[config.mk]
export PLATFORM = sky130hd
export DESIGN_NAME = one_shot_timer_event_table
export DESIGN_NICKNAME = d
export VERILOG_FILES = /design/src/rtl/oste_pkg.sv /design/src/rtl/one_shot_timer_event_table.sv
export SDC_FILE = /design/constraint.sdc
export NUM_CORES = 2
export LEC_CHECK = 0
export ABC_AREA = 1
export BUFFER_PORTS_ARGS = -buffer_cell sky130_fd_sc_hd__buf_2
export CORE_UTILIZATION = 55
export DETAILED_ROUTE_END_ITERATION = 8
export PLACE_DENSITY = 0.71
export SKIP_CTS_REPAIR_TIMING = 1
export SYNTH_ARGS = -nofsm -noshare
export SYNTH_HDL_FRONTEND = slang
export SYNTH_SLANG_ARGS = --single-unit
[constraint.sdc]
create_clock -name aclk -period 8.5 [get_ports aclk]
set_input_delay 0.425 -clock aclk [delete_from_list [all_inputs] [get_ports aclk]]
set_output_delay 0.425 -clock aclk [all_outputs]
set_load 0.005 [all_outputs]
[src/rtl/oste_pkg.sv]
package oste_pkg;

    localparam int SLOT_COUNT_DEF = 32;

    localparam int TIME_W  = 32;
    localparam int EVENT_W = 16;
    localparam int LIMIT_W = 15;
    localparam int SLOT_W  = 6;

    localparam logic [LIMIT_W-1:0] LIMIT_RESET = 15'h7FFF;

    localparam logic CMD_ADD  = 1'b0;
    localparam logic CMD_TICK = 1'b1;

    typedef enum logic [1:0] {
        KIND_ADD_OK   = 2'd0,
        KIND_ADD_FULL = 2'd1,
        KIND_FIRED    = 2'd2,
        KIND_DONE     = 2'd3
    } kind_t;

endpackage

[src/rtl/one_shot_timer_event_table.sv]
// Channel  | Handshake          | Payload
// ---------+--------------------+----------------------------------------------
// input    | s_valid / s_ready  | s_command, s_now, s_gap, s_event_number
// result   | m_valid / m_ready  | m_kind, m_fired_event, m_slot_index, m_last_item
// config   | cfg_wr_en          | cfg_wr_data (event limit)
//
// One slot is examined per cycle while scanning, by a single compare unit reading the
// slot memory at one address; scanning pauses while a result waits for m_ready. An add
// stops at the first free slot or reports full; a tick visits all slots, then reports done.
// s_ready is high only while idle; each result waits in the output register for m_ready.
// Synchronous active-low reset empties all slots through per-slot valid flops
// and sets the event limit to 32767; no clearing pass is needed.
module one_shot_timer_event_table import oste_pkg::*; #(
    parameter int SLOT_COUNT = SLOT_COUNT_DEF
) (
    input  logic                      aclk,
    input  logic                      aresetn,
    input  logic                      cfg_wr_en,
    input  logic [LIMIT_W-1:0]        cfg_wr_data,
    input  logic                      s_valid,
    output logic                      s_ready,
    input  logic                      s_command,
    input  logic [TIME_W-1:0]         s_now,
    input  logic [TIME_W-1:0]         s_gap,
    input  logic signed [EVENT_W-1:0] s_event_number,
    output logic                      m_valid,
    input  logic                      m_ready,
    output logic [1:0]                m_kind,
    output logic signed [EVENT_W-1:0] m_fired_event,
    output logic [SLOT_W-1:0]         m_slot_index,
    output logic                      m_last_item
);

    localparam int IDX_W = (SLOT_COUNT > 1) ? $clog2(SLOT_COUNT) : 1;
    localparam logic [IDX_W-1:0] LAST_IDX = IDX_W'(SLOT_COUNT - 1);

    typedef enum logic [1:0] {
        ST_IDLE,
        ST_SCAN,
        ST_OUT
    } state_t;

    state_t                      state_reg;
    logic [IDX_W-1:0]            idx_reg;
    logic                        cmd_reg;
    logic [TIME_W-1:0]           now_reg;
    logic [TIME_W-1:0]           new_dl_reg;
    logic [EVENT_W-1:0]          ev_in_reg;
    logic [SLOT_COUNT-1:0]       valid_reg;
    logic [LIMIT_W-1:0]          limit_reg;
    logic                        end_reg;
    kind_t                       kind_reg;
    logic [EVENT_W-1:0]          fired_ev_reg;
    logic [SLOT_W-1:0]           slot_reg;
    logic                        last_reg;

    logic [TIME_W+EVENT_W-1:0]   slot_mem [SLOT_COUNT];
    logic [TIME_W-1:0]           rd_dl_reg;
    logic [EVENT_W-1:0]          rd_ev_reg;

    logic [TIME_W-1:0]           slot_dl;
    logic [EVENT_W-1:0]          slot_ev;
    logic                        ev_pos;
    logic                        live;
    logic                        fire;
    logic                        idx_last;
    logic [IDX_W-1:0]            idx_inc;
    logic [IDX_W-1:0]            rd_addr;
    logic                        mem_we;

    // an entry whose valid flop is clear reads as an empty slot
    assign slot_dl  = valid_reg[idx_reg] ? rd_dl_reg : '0;
    assign slot_ev  = valid_reg[idx_reg] ? rd_ev_reg : '0;
    assign ev_pos   = !slot_ev[EVENT_W-1] && (slot_ev != '0);
    assign live     = (slot_dl != '0) && ev_pos && (slot_ev[LIMIT_W-1:0] < limit_reg);
    assign fire     = (slot_dl != '0) && ev_pos && (now_reg > slot_dl);
    assign idx_last = (idx_reg == LAST_IDX);
    assign idx_inc  = idx_last ? '0 : idx_reg + 1'b1;
    // prefetch the slot that will be examined next
    assign rd_addr  = (state_reg == ST_IDLE) ? '0 : idx_inc;
    assign mem_we   = (state_reg == ST_SCAN) && (cmd_reg == CMD_ADD) && !live;

    always_ff @(posedge aclk) begin
        if (mem_we) begin
            slot_mem[idx_reg] <= {new_dl_reg, ev_in_reg};
        end
        {rd_dl_reg, rd_ev_reg} <= slot_mem[rd_addr];
    end

    always_ff @(posedge aclk) begin
        if (!aresetn) begin
            state_reg <= ST_IDLE;
            valid_reg <= '0;
            limit_reg <= LIMIT_RESET;
        end else begin
            if (cfg_wr_en) begin
                limit_reg <= cfg_wr_data;
            end
            unique case (state_reg)
                ST_IDLE: begin
                    if (s_valid) begin
                        cmd_reg    <= s_command;
                        now_reg    <= s_now;
                        new_dl_reg <= s_now + s_gap;
                        ev_in_reg  <= s_event_number;
                        idx_reg    <= '0;
                        state_reg  <= ST_SCAN;
                    end
                end
                ST_SCAN: begin
                    if (cmd_reg == CMD_ADD) begin
                        if (!live) begin
                            valid_reg[idx_reg] <= 1'b1;
                            kind_reg     <= KIND_ADD_OK;
                            fired_ev_reg <= '0;
                            slot_reg     <= SLOT_W'(idx_reg);
                            last_reg     <= 1'b1;
                            state_reg    <= ST_OUT;
                        end else if (idx_last) begin
                            kind_reg     <= KIND_ADD_FULL;
                            fired_ev_reg <= '0;
                            slot_reg     <= '0;
                            last_reg     <= 1'b1;
                            state_reg    <= ST_OUT;
                        end else begin
                            idx_reg <= idx_inc;
                        end
                    end else begin
                        if (fire) begin
                            valid_reg[idx_reg] <= 1'b0;
                            kind_reg     <= KIND_FIRED;
                            fired_ev_reg <= slot_ev;
                            slot_reg     <= SLOT_W'(idx_reg);
                            last_reg     <= 1'b0;
                            end_reg      <= idx_last;
                            state_reg    <= ST_OUT;
                        end else if (idx_last) begin
                            kind_reg     <= KIND_DONE;
                            fired_ev_reg <= '0;
                            slot_reg     <= '0;
                            last_reg     <= 1'b1;
                            state_reg    <= ST_OUT;
                        end else begin
                            idx_reg <= idx_inc;
                        end
                    end
                end
                ST_OUT: begin
                    if (m_ready) begin
                        if (last_reg) begin
                            state_reg <= ST_IDLE;
                        end else if (end_reg) begin
                            // fired on the final slot: follow with the done transaction
                            kind_reg     <= KIND_DONE;
                            fired_ev_reg <= '0;
                            slot_reg     <= '0;
                            last_reg     <= 1'b1;
                        end else begin
                            idx_reg   <= idx_inc;
                            state_reg <= ST_SCAN;
                        end
                    end
                end
                default: begin
                    state_reg <= ST_IDLE;
                end
            endcase
        end
    end

    assign s_ready       = (state_reg == ST_IDLE);
    assign m_valid       = (state_reg == ST_OUT);
    assign m_kind        = kind_reg;
    assign m_fired_event = fired_ev_reg;
    assign m_slot_index  = slot_reg;
    assign m_last_item   = last_reg;

endmodule

# Word level (Yosys, flattened, before mapping)

Memory sizes are Yosys's and may differ from the RTL's. A register that Yosys moved wholly into a read port is not among the register bits.
Cells that the tools add are included.

Output and inout bits: 27
Memories: 1
Input port bits: 101
Bits in writable memories: 1536
Register bits after elaboration: 161
Word-level logic and storage cells: 125

Memory list:

| name     | depth | bits a word | read ports | clocked after Yosys merged registers in | write ports | line                             | source |
|---|---|---|---|---|---|---|---|
| slot_mem | 32    | 48          | 1          | 1                                       | 1           | one_shot_timer_event_table.sv:57 | `logic [TIME_W+EVENT_W-1:0] slot_mem [SLOT_COUNT];` |

Muxes and demuxes: 64
Bitwise logic cells: 4
Reduce and logical (&&, ||, !) cells: 22
Equal/unequal tests: 15
Add/sub/neg operators: 2
Order comparisons: 4

Operators with widths:

| cell                                               | number |
|---|---|
| two-way mux 16 bit                                 | 8 |
| two-way mux 32 bit                                 | 4 |
| two-way mux 5 bit                                  | 10 |
| two-way mux 6 bit                                  | 7 |
| adder 32 bit                                       | 1 |
| AND 32 bit                                         | 1 |
| greater-than comparator 32 bit                     | 1 |
| two-way mux 2 bit                                  | 16 |
| inverter 32 bit                                    | 1 |
| bitwise OR 32 bit                                  | 1 |
| one-hot mux 16 bit (2 select lines)                | 1 |
| nonzero test 32 bit                                | 1 |
| nonzero test 16 bit                                | 1 |
| < comparator 15 bit                                | 1 |
| one-hot mux 5 bit (3 select lines)                 | 1 |
| one-hot mux 6 bit (2 select lines)                 | 1 |
| AND reduction 3 bit                                | 4 |
| two-way mux 1 bit                                  | 11 |
| != test 2 bit, second input constant               | 4 |
| != test 4 bit, second input constant               | 2 |
| AND reduction 8 bit                                | 1 |
| logical AND 1 bit                                  | 7 |
| AND reduction 7 bit                                | 1 |
| < comparator 5 x 6 -> 1 bit, second input constant | 1 |
| 20 further kinds                                   | 24 |

# Logic depth before layout (Yosys ltp)

Depth in word-level cells: 11
Mapped depth: 31
Depth with buffers taken out: 27

# Worst setup path after synthesis

Ideal clock, no wire load.

Path type: flip-flop to flip-flop
From: register idx_reg[1]
To: memory slot_mem[11][0] (netlist bit), enable pin
Data required time: 8.046 ns
Library setup time: 0.454 ns
Buffers on the path: 6
Stages on the path, launching flop included: 30
Path slack: 2.177 ns
Clock period less this slack: 6.323 ns
Arrival time: 5.869 ns
Cells stage by stage: edfxtp_1 -> buf_4 -> inv_2 -> buf_2 -> nand3_1 -> nand2_1 -> nand2_1 -> nand2_1 -> nor2_1 -> nand2_1 -> buf_2 -> clkbuf_1 -> buf_1 -> nand2_1 -> ha_1 -> nand2_1 -> inv_1 -> nand3_1 -> inv_1 -> nand4_1 -> a41oi_1 -> nor2_1 -> a21oi_1 -> nand3_1 -> nand2_1 -> nand2_4 -> nor2_8 -> buf_4 -> nand2_1 -> nor2_1

Word-level cells in the longest chain between the ends: 11
Elaborated cells on any way between the ends: 15
Classes of those cells: 1 x order compare; 6 x mux; 8 x reduce/logical

Ends and longest elaborated chain:

| what                                                         | line                              | source |
|---|---|---|
| start: declaration                                           | one_shot_timer_event_table.sv:44  | `logic [IDX_W-1:0] idx_reg;` |
| start signal: assignment                                     | one_shot_timer_event_table.sv:126 | `idx_reg <= idx_inc;` |
| start signal: assignment                                     | one_shot_timer_event_table.sv:144 | `idx_reg <= idx_inc;` |
| start signal: assignment                                     | one_shot_timer_event_table.sv:159 | `idx_reg <= idx_inc;` |
| branches (longest 11 deep; another with < comparator 15 bit) | --                                |  |
| end: declaration                                             | one_shot_timer_event_table.sv:57  |  |

Several ways; the timed one is not identified. The select of a mux whose other input is x is not followed.

# Worst setup path after layout

From: register idx_reg[0]
To: memory slot_mem[17][9] (netlist bit), enable pin

Same word-level chain as after synthesis.

==> run_results.csv <==
group,metric,value,unit
finish,largest_reg_flops,1536,
setup_path,path_class,"flip-flop to flip-flop",
clocking,clk_latency,0.82,ns
setup_path,crit_slowest_cell,"nor2_4",
yosys,async_reset_ff_frac,0,
pwr,power_frac_comb,0.339,
setup_path,crit_arrival,7.47,ns
pwr,switchingPower,0.0103,W
global_route,antenna_found_initial,5,
yosys,synthesis.nets,5507,
flow_run,maxCapViolCount,0,
clocking,cts_sinks,1745,
global_route,first_global_vias,43450,
clocking,clkTransAtPathRegs,0.06,ns
pwr,clockPowerShare,0.278,
yosys,synth-main-ff-cell,"edfxtp_1",
place,io_buffer_count,127,
detailed_routing,routed_via_density,6.39,
die,ios,128,
finish,fin_nets,5620,
timing,rsz0062_at_grt,"false",
clocking,ctsHtreeMaxLevel,4,
pwr,ir_drop,0.363,mV
yosys,synth_area_per_cell,13.2,µm²
clocking,cts_tree,"done",
timing,worst_pin_slew,1.33,ns
die,rows,130,
global_route,grt_use_total,0.294,
yosys,yosys_warnings,0,
setup_path,worst-r2r-cell-count,25,
pwr,p_int,0.0170,W
setup_path,critical_path.top_delay_family,"simple AND/OR/NAND/NOR gates",
setup_path,critPathMostFrequentCell,"nand2_1",
min_path,hold_path_class,"input port to flip-flop",
die,coreArea,0.126,mm²
yosys,ys_seq_area_frac,0.730,
finish,largest_register,"slot_mem",
global_route,grt_pass1_wl,284000,µm
finish,drive_above_1_share,0.0978,
timing,setup_tns,0,ns
timing,min_period,6.96,ns
timing,fin_crit_sh,0.819,
yosys,synth-edff-count,1648,
detailed_routing,drcViolationCount,0,
place,place_hpwl,111000,µm
die,die_h,360,µm
global_route,grt_max_degree,170,
pwr,power_density,343,mW/mm²
min_path,whs_path_depth,1,
place,place_area,0.0732,mm²
finish,final_cell_area,0.0794,mm²
detailed_routing,drt_pass1_iterations,7,
die,chipWidth,360,µm
detailed_routing,drt-initial-drc-count,6559,
clocking,cts_max_path_buffers,3,
clocking,cts_buffers,172,
detailed_routing,vias,46215,
setup_path,cp-start-kind,"flip-flop",
finish,antenna_cells,0,
detailed_routing,wire_per_inst,26.7,µm
run_status,status,"finished, final reports clean",
pwr,total_power,0.0272,W
yosys,synth_area,0.0704,mm²
yosys,synth.distinct_cells,46,
place,routabilityCongestion,0.893,
setup_path,critPathBufInv,4,
clocking,cts_root_buf,"clkbuf_16",
setup_path,cp.depth,25,
setup_path,cpPeakStageDelay,0.93,ns
timing,clock_skew,0.0332,ns
setup_path,cp.required,9.01,ns
detailed_routing,antenna_left,0,
global_route,grt_overflow,0,
timing,max_slew_margin,0.115,
setup_path,critical_path.endpoint_type,"flip-flop",
die,dieArea,0.130,mm²
timing,setup_viol,0,
yosys,synthCells,5319,
yosys,ys_ff_latch,1745,
timing,fmax,0.144,GHz
timing,hold_viol,0,
pwr,seqPwrFrac,0.382,
finish,areaGrowthSynthToFinish,12.8,%
finish,n_fill_cell,9280,
timing,drv_slew,0,
pwr,switching_share,0.377,
die,initial_core_util,0.557,
pwr,power_leakage,26.2,nW
detailed_routing,routed_wl,193000,µm
setup_path,cp_max_fo,64,
-- path summary, 6_finish.rpt --
check | startpoint | to | slack [ns]
min reg2reg | flip-flop | flip-flop | 0.47
max reg2reg | idx_reg[0]$_SDFFCE_PN0P_ | slot_mem[17][9]$_DFFE_PP_ | 1.54
max | idx_reg[0]$_SDFFCE_PN0P_ | slot_mem[17][9]$_DFFE_PP_ | 1.54
min | s_now[3] | now_reg[3]$_DFFE_PP_ | 0.03
-- kinds of logic after synthesis --
family / share of synthesized area
buf+inv: 0.0277
xor+xnor: 0.00385
simple gates: 0.0866
fa+ha+maj: 0.0156
compound gates: 0.136
flops: 0.730
-- layout make-up --
class,count,area [µm²],area share
Clock buffer,222,4670,0.0587
Timing Repair Buffer,310,2510,0.0317
Clock inverter,101,940,0.0118
Tap cell,1650,2060,0.0260
Inverter,122,474,0.00597
Multi-Input combinational cell,3081,17400,0.218
Sequential cell,1745,51400,0.647
-- worst reg2reg max path: cells and delay by family (launching register included) --
kind,cells,cell delay [ns]
AO/OA/AOI/OAI,1,0.54
buffers and inverters,4,0.74
adder cells (fa/ha/maj),1,0.34
flip-flops,1,0.85
AND/OR/NAND/NOR,19,4.24
-- cell usage after synthesis, types with 40 or more instances --
| cell | n | area, µm² |
|---|---|---|
| o21bai_1 | 195 | 1460 |
| dfxtp_1 | 97 | 1940 |
| edfxtp_1 | 1648 | 49500 |
| a31oi_1 | 53 | 332 |
| o211ai_1 | 195 | 1460 |
| nand3_1 | 89 | 445 |
| o311ai_0 | 192 | 1680 |
| inv_1 | 116 | 435 |
| clkbuf_1 | 305 | 1140 |
| a21oi_1 | 121 | 606 |
| nand2_1 | 309 | 1160 |
| buf_1 | 40 | 150 |
| o32ai_1 | 192 | 1680 |
| o21ai_0 | 420 | 2100 |
| nor2_1 | 1119 | 4200 |
| ha_1 | 86 | 1080 |
-- power by group through the flow --
| stage | Sequential (W) | Clock [W] | Combinational (W) |
|---|---|---|---|
| final | 0.0104 | 0.00757 | 0.00923 |
| after global routing | 0.0104 | 0.00796 | 0.00995 |
| after CTS | 0.0104 | 0.00763 | 0.00908 |
| after detailed placement | 0.0106 | 0 | 0.00904 |
| after global placement | 0.0106 | 0 | 0.00889 |
| after floorplan | 0.0105 | 0 | 0.00584 |
-- routing by layer --
layer	wire length, µm	vias up	GRT usage
li1	-	20324	-
met5	32	-	0
met2	89800	2489	0.454
met1	78600	23094	0.427
met3	19400	302	0.0514
met4	5650	6	0.0972
-- cell usage in the layout, fill, tap and decap left out, drive strengths merged, types with 62 or more instances in the layout --
cell            n
o211ai        195
o311ai        192
a21oi         122
dlygate4sd3    62
nand3          90
buf           248
o21bai        195
o21ai         420
edfxtp       1648
clkbuf        222
clkinv         77
dfxtp          97
nor2         1120
nand2         312
inv           127
o32ai         192
ha             86
-- metrics by stage --
step	util	hold WS [ns]	cells	setup WS, ns
after floorplan	-	0.430	5319	2.18
after global placement	0.579	0.451	6846	1.74
after detailed placement	0.579	0.455	6846	1.61
after CTS	0.624	-0.269	7169	1.62
after global routing	0.629	0.00206	7231	1.14
final	0.629	0.0340	7231	1.54
Power figures use the tool's default switching activity.
